==> config.mk <==
export PLATFORM = sky130hd
export DESIGN_NAME = linear_interp_resampler
export DESIGN_NICKNAME = d
export VERILOG_FILES = /design/src/rtl/core/lir_pkg.sv /design/src/rtl/core/linear_interp_resampler.sv /design/src/rtl/core/lir_ctrl.sv /design/src/rtl/core/lir_datapath.sv
export SDC_FILE = /design/constraint.sdc
export NUM_CORES = 1
export LEC_CHECK = 0
export ABC_AREA = 0
export ABC_CLOCK_PERIOD_IN_PS = 9150
export BUFFER_PORTS_ARGS = -buffer_cell sky130_fd_sc_hd__buf_2
export CAP_MARGIN = 10
export CELL_PAD_IN_SITES_DETAIL_PLACEMENT = 0
export CELL_PAD_IN_SITES_GLOBAL_PLACEMENT = 1
export CORE_MARGIN = 2
export CORE_UTILIZATION = 51
export DETAILED_ROUTE_END_ITERATION = 7
export PLACE_DENSITY_LB_ADDON = 0.08
export SLEW_MARGIN = 20
export SYNTH_ARGS = -nofsm -noshare
export SYNTH_HDL_FRONTEND = slang
export SYNTH_SLANG_ARGS = --single-unit
export TNS_END_PERCENT = 100
==> constraint.sdc <==
create_clock -name clk -period 9.15 [get_ports clk]
set_input_delay 1.3725 -clock clk [delete_from_list [all_inputs] [get_ports clk]]
set_output_delay 1.3725 -clock clk [all_outputs]
set_load 0.02 [all_outputs]
==> src/rtl/core/lir_pkg.sv <==
`timescale 1ns / 1ps
// ----------------------------------------------------------------------------
// lir_pkg
// Shared constants and control/status types for the linear interpolation
// resampler.
// ----------------------------------------------------------------------------
package lir_pkg;

  localparam int DEF_MAX_UPSAMPLE = 16;
  localparam int DEF_SAMPLE_BITS  = 16;

  localparam int FRAC_BITS = 24;
  localparam int PHASE_W   = 34;
  localparam int STEP_W    = 32;

  localparam logic [PHASE_W-1:0] PHASE_ONE  = PHASE_W'(1) << FRAC_BITS;
  localparam logic [STEP_W-1:0]  STEP_RESET = STEP_W'(1) << FRAC_BITS;

  // in_op codes
  localparam logic OP_SAMPLE = 1'b0;
  localparam logic OP_FLUSH  = 1'b1;

  typedef struct packed {
    logic load_cur;  // capture the new sample
    logic flush;     // restart phase at one
    logic calc;      // form one product, advance phase
    logic finalize;  // drop phase by one (clear it if below one), new sample becomes previous
  } lir_cmd_t;

  typedef struct packed {
    logic phase_lt_one;  // current phase below one
    logic sum_ge_one;    // phase plus step reaches one
  } lir_status_t;

endpackage

==> src/rtl/core/linear_interp_resampler.sv <==
`timescale 1ns / 1ps
// ----------------------------------------------------------------------------
// linear_interp_resampler
// Linear interpolation sample rate converter, one input sample per
// transaction, zero or more interpolated samples out.
// ----------------------------------------------------------------------------
// Input channel (in_valid/in_ready): in_op selects a new sample (in_sample,
// signed Q1.15) or a flush, which restarts the phase at one and gives no
// output. Output channel (out_valid/out_ready): out_sample with out_last
// marking the final result caused by an input sample.
// cfg_wr_en/cfg_wr_data write step_ratio (UQ8.24, input rate / output rate);
// write it only while the block is idle.
// Timing: one input is handled at a time. A flush is done as it is accepted.
// A sample is accepted, then each output takes a multiply step (ST_CALC)
// and a presentation step (ST_EMIT); a sample with no outputs is finished
// in the multiply step. The product is registered before the rounding add,
// and the output is held from that register. At most MAX_UPSAMPLE outputs
// per input sample.
// A stalled receiver holds the block in its presentation cycle; no input is
// taken until every result of the current sample has been delivered.
// Reset: step_ratio = 1.0, phase = 1.0, previous sample = 0.
// ----------------------------------------------------------------------------
module linear_interp_resampler #(
  parameter int MAX_UPSAMPLE = lir_pkg::DEF_MAX_UPSAMPLE,
  parameter int SAMPLE_BITS  = lir_pkg::DEF_SAMPLE_BITS
) (
  input  logic                          clk,
  input  logic                          rst_n,
  input  logic                          cfg_wr_en,
  input  logic [lir_pkg::STEP_W-1:0]    cfg_wr_data,
  input  logic                          in_valid,
  output logic                          in_ready,
  input  logic                          in_op,
  input  logic signed [SAMPLE_BITS-1:0] in_sample,
  output logic                          out_valid,
  input  logic                          out_ready,
  output logic signed [SAMPLE_BITS-1:0] out_sample,
  output logic                          out_last
);
  import lir_pkg::*;

  lir_cmd_t    cmd;
  lir_status_t status;

  lir_ctrl #(
    .MAX_UPSAMPLE(MAX_UPSAMPLE)
  ) u_ctrl (
    .clk      (clk),
    .rst_n    (rst_n),
    .in_valid (in_valid),
    .in_ready (in_ready),
    .in_op    (in_op),
    .out_valid(out_valid),
    .out_ready(out_ready),
    .out_last (out_last),
    .cmd      (cmd),
    .status   (status)
  );

  lir_datapath #(
    .SAMPLE_BITS(SAMPLE_BITS)
  ) u_datapath (
    .clk        (clk),
    .rst_n      (rst_n),
    .cfg_wr_en  (cfg_wr_en),
    .cfg_wr_data(cfg_wr_data),
    .in_sample  (in_sample),
    .out_sample (out_sample),
    .cmd        (cmd),
    .status     (status)
  );

endmodule

==> src/rtl/core/lir_ctrl.sv <==
`timescale 1ns / 1ps
// ----------------------------------------------------------------------------
// lir_ctrl
// Sequencer: accepts items, steps the interpolation loop and hands each
// result to the output channel.
// ----------------------------------------------------------------------------
module lir_ctrl #(
  parameter int MAX_UPSAMPLE = lir_pkg::DEF_MAX_UPSAMPLE
) (
  input  logic                 clk,
  input  logic                 rst_n,
  input  logic                 in_valid,
  output logic                 in_ready,
  input  logic                 in_op,
  output logic                 out_valid,
  input  logic                 out_ready,
  output logic                 out_last,
  output lir_pkg::lir_cmd_t    cmd,
  input  lir_pkg::lir_status_t status
);
  import lir_pkg::*;

  localparam int CNT_W = $clog2(MAX_UPSAMPLE + 1);
  localparam logic [CNT_W-1:0] CNT_FINAL = CNT_W'(MAX_UPSAMPLE - 1);

  typedef enum logic [1:0] {
    ST_IDLE,
    ST_CALC,
    ST_EMIT
  } state_t;

  state_t           state_r, state_nxt;
  logic [CNT_W-1:0] cnt_r, cnt_nxt;
  logic             last_r, last_nxt;

  assign in_ready  = (state_r == ST_IDLE);
  assign out_valid = (state_r == ST_EMIT);
  assign out_last  = last_r;

  always_comb begin
    state_nxt = state_r;
    cnt_nxt   = cnt_r;
    last_nxt  = last_r;
    cmd       = '0;
    case (state_r)
      ST_IDLE: begin
        if (in_valid) begin
          if (in_op == OP_FLUSH) begin
            cmd.flush = 1'b1;
          end else begin
            cmd.load_cur = 1'b1;
            cnt_nxt      = '0;
            state_nxt    = ST_CALC;
          end
        end
      end
      ST_CALC: begin
        if (!status.phase_lt_one) begin
          // no output point before the new sample
          cmd.finalize = 1'b1;
          state_nxt    = ST_IDLE;
        end else begin
          cmd.calc  = 1'b1;
          cnt_nxt   = cnt_r + CNT_W'(1);
          last_nxt  = status.sum_ge_one || (cnt_r == CNT_FINAL);
          state_nxt = ST_EMIT;
        end
      end
      ST_EMIT: begin
        if (out_ready) begin
          if (last_r) begin
            cmd.finalize = 1'b1;
            state_nxt    = ST_IDLE;
          end else begin
            state_nxt = ST_CALC;
          end
        end
      end
      default: begin
        state_nxt = ST_IDLE;
      end
    endcase
  end

  always_ff @(posedge clk) begin
    if (!rst_n) begin
      state_r <= ST_IDLE;
      cnt_r   <= '0;
      last_r  <= 1'b0;
    end else begin
      state_r <= state_nxt;
      cnt_r   <= cnt_nxt;
      last_r  <= last_nxt;
    end
  end

endmodule

==> src/rtl/core/lir_datapath.sv <==
`timescale 1ns / 1ps
// ----------------------------------------------------------------------------
// lir_datapath
// Sample registers, phase accumulator, step register and the interpolation
// multiplier with rounding.
// ----------------------------------------------------------------------------
module lir_datapath #(
  parameter int SAMPLE_BITS = lir_pkg::DEF_SAMPLE_BITS
) (
  input  logic                          clk,
  input  logic                          rst_n,
  input  logic                          cfg_wr_en,
  input  logic [lir_pkg::STEP_W-1:0]    cfg_wr_data,
  input  logic signed [SAMPLE_BITS-1:0] in_sample,
  output logic signed [SAMPLE_BITS-1:0] out_sample,
  input  lir_pkg::lir_cmd_t             cmd,
  output lir_pkg::lir_status_t          status
);
  import lir_pkg::*;

  localparam int DIFF_W = SAMPLE_BITS + 1;
  localparam int FRAC_W = FRAC_BITS + 1;  // fraction with a zero sign bit
  localparam int PROD_W = DIFF_W + FRAC_W;
  localparam logic signed [PROD_W-1:0] HALF_LSB = PROD_W'(1) << (FRAC_BITS - 1);

  logic [STEP_W-1:0]              step_r;
  logic [PHASE_W-1:0]             phase_r, phase_nxt;
  logic signed [SAMPLE_BITS-1:0]  prev_r, prev_nxt;
  logic signed [SAMPLE_BITS-1:0]  cur_r;
  logic signed [PROD_W-1:0]       prod_r;

  logic [PHASE_W-1:0]             phase_sum;
  logic signed [DIFF_W-1:0]       diff;
  logic signed [FRAC_W-1:0]       frac;
  logic signed [PROD_W-1:0]       prod;
  logic signed [PROD_W-1:0]       rounded;

  assign phase_sum = phase_r + PHASE_W'(step_r);
  assign status.phase_lt_one = ~|phase_r[PHASE_W-1:FRAC_BITS];
  assign status.sum_ge_one   = |phase_sum[PHASE_W-1:FRAC_BITS];

  // prev*(1-f) + cur*f = prev + (cur-prev)*f
  assign diff = DIFF_W'(cur_r) - DIFF_W'(prev_r);
  assign frac = {1'b0, phase_r[FRAC_BITS-1:0]};
  assign prod = PROD_W'(diff) * PROD_W'(frac);

  assign rounded    = prod_r + HALF_LSB;
  assign out_sample = prev_r + rounded[FRAC_BITS +: SAMPLE_BITS];

  always_comb begin
    phase_nxt = phase_r;
    prev_nxt  = prev_r;
    if (cmd.flush) begin
      phase_nxt = PHASE_ONE;
    end else if (cmd.calc) begin
      phase_nxt = phase_sum;
    end else if (cmd.finalize) begin
      // a loop cut short by the output limit leaves the phase at zero
      phase_nxt = status.phase_lt_one ? '0 : phase_r - PHASE_ONE;
      prev_nxt  = cur_r;
    end
  end

  always_ff @(posedge clk) begin
    if (!rst_n) begin
      step_r  <= STEP_RESET;
      phase_r <= PHASE_ONE;
      prev_r  <= '0;
    end else begin
      if (cfg_wr_en) begin
        step_r <= cfg_wr_data;
      end
      phase_r <= phase_nxt;
      prev_r  <= prev_nxt;
    end
  end

  always_ff @(posedge clk) begin
    if (cmd.load_cur) begin
      cur_r <= in_sample;
    end
    if (cmd.calc) begin
      prod_r <= prod;
    end
  end

endmodule
After elaboration in Yosys (flattened, before gate mapping)
Cells that the tools add are included.
{"block": "totals", "in_bits": 54, "output_inout_bits": 19, "regBits": 146, "elab_cells": 60}
{"block": "op_classes", "n_reduce_logical": 11, "addsub": 6, "n_eq_ne": 7, "mul": 1, "n_bitwise": 4, "mux": 23}
{"cell": "2-to-1 mux 34 bit", "n": 3}
{"cell": "adder 40 x 25 -> 40 bit (second input constant)", "n": 1}
{"cell": "multiplier 17 x 25 -> 40 bit", "n": 1}
{"cell": "adder 34 x 32 -> 34 bit", "n": 1}
{"cell": "subtractor 34 x 25 -> 34 bit (second input constant)", "n": 1}
{"cell": "OR reduction 10 bit", "n": 2}
{"cell": "subtractor 16 x 16 -> 17 bit", "n": 1}
{"cell": "adder 16 bit", "n": 1}
{"cell": "2-to-1 mux 5 bit", "n": 3}
{"cell": "2-to-1 mux 2 bit", "n": 6}
{"cell": "one-hot mux 5 bit (2 select lines)", "n": 1}
{"cell": "2-to-1 mux 1 bit", "n": 8}
{"cell": "inequality test 2 bit (second input constant)", "n": 3}
{"cell": "one-hot mux 2 bit (3 select lines)", "n": 1}
{"cell": "AND reduction 3 bit", "n": 2}
{"cell": "adder 5 x 1 -> 5 bit (second input constant)", "n": 1}
{"cell": "== test 5 x 4 -> 1 bit (second input constant)", "n": 1}
{"cell": "inverter 1 bit", "n": 4}
{"cell": "AND reduction 4 bit", "n": 1}
{"cell": "nonzero test 2 bit", "n": 2}
{"cell": "== test 2 x 1 -> 1 bit (second input constant)", "n": 1}
{"cell": "== test 2 bit (second input constant)", "n": 1}
{"cell": "zero test 2 bit", "n": 1}
{"cell": "inequality test 2 x 1 -> 1 bit (second input constant)", "n": 1}
{"cell": "other kinds (4)", "n": 4}

Depth between registers and ports, before layout
{"block": "depth", "depth_word": 5, "mapped_depth": 35, "ltp_nobuf": 34}

Modules after synthesis
Synthesis repeated with hierarchy kept, for this count alone.
{"block": "hier_totals", "cells_unflattened": 2506, "area_unflattened_um2": 21554.4}
{"mod": "lir_datapath", "instances": 1, "cells_per_inst": 2441, "seq_area_each_um2": 2632.5, "area_per_inst_um2": 21003.9}
{"mod": "lir_ctrl", "instances": 1, "cells_per_inst": 65, "seq_area_each_um2": 160.2, "area_per_inst_um2": 550.5}

Least setup slack after synthesis
No wires, ideal clock.
{"block": "synth_timing", "path_type": "flip-flop to flip-flop", "start": "register u_datapath.prev_r[1]", "end": "register u_datapath.prod_r[39], data pin", "n_path_buf": 1, "required_time_ps": 8886, "arrival_ps": 7869, "period_less_slack_ps": 8133, "path_stages_with_launch": 35, "setup_ps": 264, "slack_ps": 1017, "cell_sequence": "dfxtp_1 inv_1 ha_1 nor2b_1 o21ai_0 a21boi_0 o21ai_0 a211oi_1 nor3_1 nor3_1 o31ai_1 a21boi_0 clkbuf_1 and3b_1 fa_1 inv_1 fa_1 fa_1 inv_1 fa_1 inv_1 fa_1 fa_1 inv_1 ha_1 a21o_1 a21o_1 a21oi_1 o21ai_0 a21o_1 a21o_1 a41oi_2 o21bai_2 o41ai_2 xnor2_1"}
{"block": "synth_between", "elab_chain_len": 2}
{"item": "from (decl)", "line": "lir_datapath.sv:28", "text": "logic signed [SAMPLE_BITS-1:0] prev_r, prev_nxt;"}
{"item": "from (signal assigned)", "line": "lir_datapath.sv:74", "text": "prev_r <= prev_nxt;"}
{"item": "subtractor 16 x 16 -> 17 bit", "line": "lir_datapath.sv:43", "text": "assign diff = DIFF_W'(cur_r) - DIFF_W'(prev_r);"}
{"item": "multiplier 17 x 25 -> 40 bit", "line": "lir_datapath.sv:45", "text": "assign prod = PROD_W'(diff) * PROD_W'(frac);"}
{"item": "via u_datapath.prod[39]", "line": "lir_datapath.sv:35", "text": "logic signed [PROD_W-1:0] prod;"}
{"item": "to (signal assigned)", "line": "lir_datapath.sv:83", "text": "prod_r <= prod;"}
{"item": "to (decl)", "line": "lir_datapath.sv:30", "text": "logic signed [PROD_W-1:0] prod_r;"}
The timed path passes the listed nets, and every way through them passes these cells.
A chain may end at the register's enable or synchronous reset.

Worst setup path after layout
{"block": "layout_timing", "start": "register u_datapath.cur_r[0]", "end": "register u_datapath.prod_r[39], data pin"}
{"block": "layout_between", "elab_chain_len": 2}
{"item": "from (decl)", "line": "lir_datapath.sv:29", "text": "logic signed [SAMPLE_BITS-1:0] cur_r;"}
{"item": "from (signal assigned)", "line": "lir_datapath.sv:80", "text": "cur_r <= in_sample;"}
{"item": "subtractor 16 x 16 -> 17 bit", "line": "lir_datapath.sv:43"}
{"item": "multiplier 17 x 25 -> 40 bit", "line": "lir_datapath.sv:45"}
{"item": "via u_datapath.prod[39]", "line": "lir_datapath.sv:35"}
The timed path passes the listed nets, and every way through them passes these cells.

==> impl_results.rst <==
.. list-table::
   :header-rows: 1

   * - Metric
     - Value
   * - Result of the run
     - completed
   * - Worst EP arrival
     - 8.78 ns
   * - Setup TNS
     - 0 ns
   * - Post-DRT Antenna Nets
     - 0
   * - Number of hold-slack violations in the final timing report
     - 0
   * - Endpoints failing setup
     - 0
   * - Biggest area consumer among synthesized cells
     - sky130_fd_sc_hd__fa_1
   * - Die height
     - 204.8 um
   * - Clock transition at the registers of the reported paths
     - 0.06 ns
   * - Clock network latency to the later pin of the worst-skew pair
     - 0.45 ns
   * - Maximum frequency from static timing analysis
     - 116.4 MHz
   * - Leak
     - 0.01134 uW
   * - P&R area growth vs syn
     - 8.701%
   * - Via count
     - 15570
   * - # DRC
     - 0
   * - Detailed placement HPWL
     - 42060 um
   * - Final Max Slew Viols
     - 0
   * - Overall overflow remaining after global route
     - 0
   * - Post-synth top area share
     - 32.22%
   * - Layout cell share with drive strength beyond 1
     - 7.718%
   * - Initial antenna violation count
     - 1
   * - Placed cells
     - 2859
   * - Final critical path time including I/O delays and setup
     - 8.593 ns
   * - Count of nets after finishing
     - 2941
   * - Number of warnings reported in the yosys synthesis log
     - 0
   * - CTS root buffer
     - sky130_fd_sc_hd__clkbuf_16
   * - Share of synthesized area occupied by flip-flops and latches
     - 13.58%
   * - Max-slew headroom at the worst pin
     - 22.55%
   * - Critical setup path kind
     - reg -> reg
   * - Post-Syn Instances
     - 2311
   * - Number of synthesized flops with an enable pin
     - 33
   * - Fraction of registers with async set or reset after synthesis
     - 0%
   * - Sink count of the clock tree
     - 123
   * - Largest stage delay, worst path
     - 0.53 ns
   * - Final routed wirelength across all metal layers
     - 53130 um
   * - Iteration-0 DRC Markers
     - 766
   * - Number of synthesized register bits
     - 123
   * - Count of cell types in the netlist
     - 70
   * - Primary FF master, synth
     - sky130_fd_sc_hd__dfxtp_1
   * - Count of H-tree levels built during CTS
     - 4
   * - Worst min-delay path category
     - reg -> reg
   * - Max_cap viols
     - 0
   * - Critical path startpoint category
     - flip-flop
   * - Maximum fanout count along the critical path
     - 8
   * - Cell seen most often among critical-path stages
     - sky130_fd_sc_hd__fa_1
   * - Vias per std cell
     - 5.376
   * - Synthesized area per cell
     - 8.898 um^2
   * - Number of top-level pins
     - 73
   * - Num CTS Buffers
     - 17
   * - Worst endpoint required time
     - 9.34 ns
   * - Die area
     - 41940 um^2
   * - Starting density of the core
     - 51.76%
   * - Avg WL per Cell
     - 18.35 um
   * - Least-Margin Pin Slew
     - 1.160 ns
   * - Cell area after synthesis
     - 20560 um^2
   * - Maximum clock insertion buffer count
     - 2
   * - Critical Path Slowest Stage Cell
     - sky130_fd_sc_hd__fa_1
   * - Number of cell rows
     - 73
   * - Layout filler cell count
     - 3733
   * - Power Dens Cells
     - 79.10 nW/um^2
   * - TritonCTS clock tree
     - done
   * - Filler-free cell count of the finished design
     - 2896
   * - Number of antenna cells inserted
     - 0
   * - First-pass GRT wire length
     - 87310 um
   * - Maximum vdd ir drop
     - 0.1254 mV
   * - Floorplan Core Area
     - 39730 um^2
   * - Number of global-route vias before repair
     - 16270
   * - Overall track demand over capacity in global routing
     - 26.83%
   * - Leading cell types by total area after synthesis
     - sky130_fd_sc_hd__fa_1 (32%), sky130_fd_sc_hd__ha_1 (12%), sky130_fd_sc_hd__dfxtp_1 (8.8%)
   * - IO buf count
     - 72
   * - Final cycle utilization of the critical path
     - 93.91%
   * - Number of nets produced by synthesis
     - 2894
   * - Type of destination of the critical path
     - flip-flop
   * - Largest net degree at the start of global routing
     - 57
   * - Number of optimization iterations in the first detailed-route pass
     - 5
   * - Width of the die
     - 204.8 um
   * - RePlAce Congestion
     - 0.8729
   * - Setup skew after layout
     - 0.01046 ns
==> layout by cell type (no fill, tap or decap), drive strengths merged, types with 27 or more instances in the layout <==
master,n
inv,442
fa,331
nand2,267
ha,198
nor2,119
buf,119
and2,106
nor2b,104
dfxtp,90
xnor2,68
a21oi,62
mux2i,50
o21ai,48
edfxtp,33
a21o,30
nor3,27
==> metrics by stage <==
step	hold slack (ns)	area, um^2	power [uW]	worst slack [ns]	util (%)
4_1_cts	0.4867	22250	1772	0.2245	55.99
3_3_place_gp	0.4595	21670	1091	0.4250	54.55
6_report	0.4777	22350	1768	0.5573	56.26
2_1_floorplan	0.4460	20560	915.0	1.017	-
5_1_grt	0.5415	22350	1857	-0.02579	56.26
3_5_place_dp	0.4721	21670	1098	0.2594	54.55
==> routing by layer <==
layer / vias up / global-route usage [%] / routed length, um
met5: - / 0 / 0
met4: 0 / 6.185 / 814
met3: 50 / 3.882 / 2779
met2: 331 / 42.85 / 24480
met1: 7851 / 38.57 / 25060
li1: 7336 / - / -
==> worst max-delay path: cells and delay by family (launching register included) <==
kind            cells  cell delay (ns)
fa+ha+maj           9             3.88
flops               1             0.32
xor+xnor            2             0.45
buf+inv             5             0.38
compound gates     13             2.67
simple gates        4             0.63
==> repair_timing <==
item / 4_1_cts / 5_1_grt
setup buffers: 0 / 4
gates resized for setup: 0 / 9
setup endpoints to repair: 0 / 9
hold buffers: 0 / 0
==> cell families (layout without fill, tap and decap cells) <==
kind of cell / Yosys count / count (layout) / synth area share [%]
buf+inv: 531 / 590 / 9.741
simple gates: 739 / 739 / 18.02
fa+ha+maj: 529 / 529 / 44.27
xor+xnor: 88 / 89 / 3.785
compound gates: 251 / 251 / 8.172
flops: 123 / 123 / 13.58
mux: 50 / 50 / 2.434
==> layout make-up <==
class                      instances  area (um^2)  area share, %
multi-input combinational       1658        15920          71.22
sequential                       123         2793          12.49
inverter                         439         1648          7.372
timing repair buffer             119        763.2          3.414
tap                              525        656.9          2.939
clock buffer                      18        429.2          1.920
clock inverter                    14        143.9         0.6437
==> flip-flops by register name, summed over array words and instances (netlist names) <==
signal and cells:
u_ctrl.out_last 1, u_datapath.phase_r 34, u_datapath.cur_r 16, u_ctrl.cnt_r 5
u_datapath.prev_r 16, u_datapath.prod_r 17, u_ctrl.state_r 2, u_datapath.step_r 32
==> cells in the mapped netlist (14+ instances only) <==
library cell,number
sky130_fd_sc_hd__inv_1,438
sky130_fd_sc_hd__fa_1,331
sky130_fd_sc_hd__nand2_1,266
sky130_fd_sc_hd__ha_1,198
sky130_fd_sc_hd__nor2_1,118
sky130_fd_sc_hd__and2_1,106
sky130_fd_sc_hd__nor2b_1,104
sky130_fd_sc_hd__dfxtp_1,90
sky130_fd_sc_hd__clkbuf_1,82
sky130_fd_sc_hd__xnor2_1,66
sky130_fd_sc_hd__a21oi_1,62
sky130_fd_sc_hd__mux2i_1,50
sky130_fd_sc_hd__o21ai_0,45
sky130_fd_sc_hd__edfxtp_1,33
sky130_fd_sc_hd__a21o_1,30
sky130_fd_sc_hd__nor3_1,27
sky130_fd_sc_hd__a22oi_1,25
sky130_fd_sc_hd__nand3_1,25
sky130_fd_sc_hd__xor2_1,21
sky130_fd_sc_hd__and3b_1,18
sky130_fd_sc_hd__and3_1,14
sky130_fd_sc_hd__nand2b_1,14
==> path summary, 6_finish.rpt <==
path | from | cells after the start | slack, ns | to
setup / recovery | u_datapath.cur_r[0] | 33 | 0.56 | u_datapath.prod_r[39]
hold / removal | u_datapath.step_r[24] | 2 | 0.48 | u_datapath.step_r[24]
setup reg to reg | u_datapath.cur_r[0] | 33 | 0.56 | u_datapath.prod_r[39]
hold reg to reg | u_datapath.step_r[24] | 2 | 0.48 | u_datapath.step_r[24]
==> report_power, final <==
| group | leakage, uW | switching (uW) | internal [uW] |
|---|---|---|---|
| sequential | 0.00104 | 16.7 | 580 |
| clock | 0.000274 | 269 | 400 |
| combinational | 0.0100 | 317 | 185 |
| total | 0.0113 | 603 | 1160 |
(Power assumes the default switching activity.)
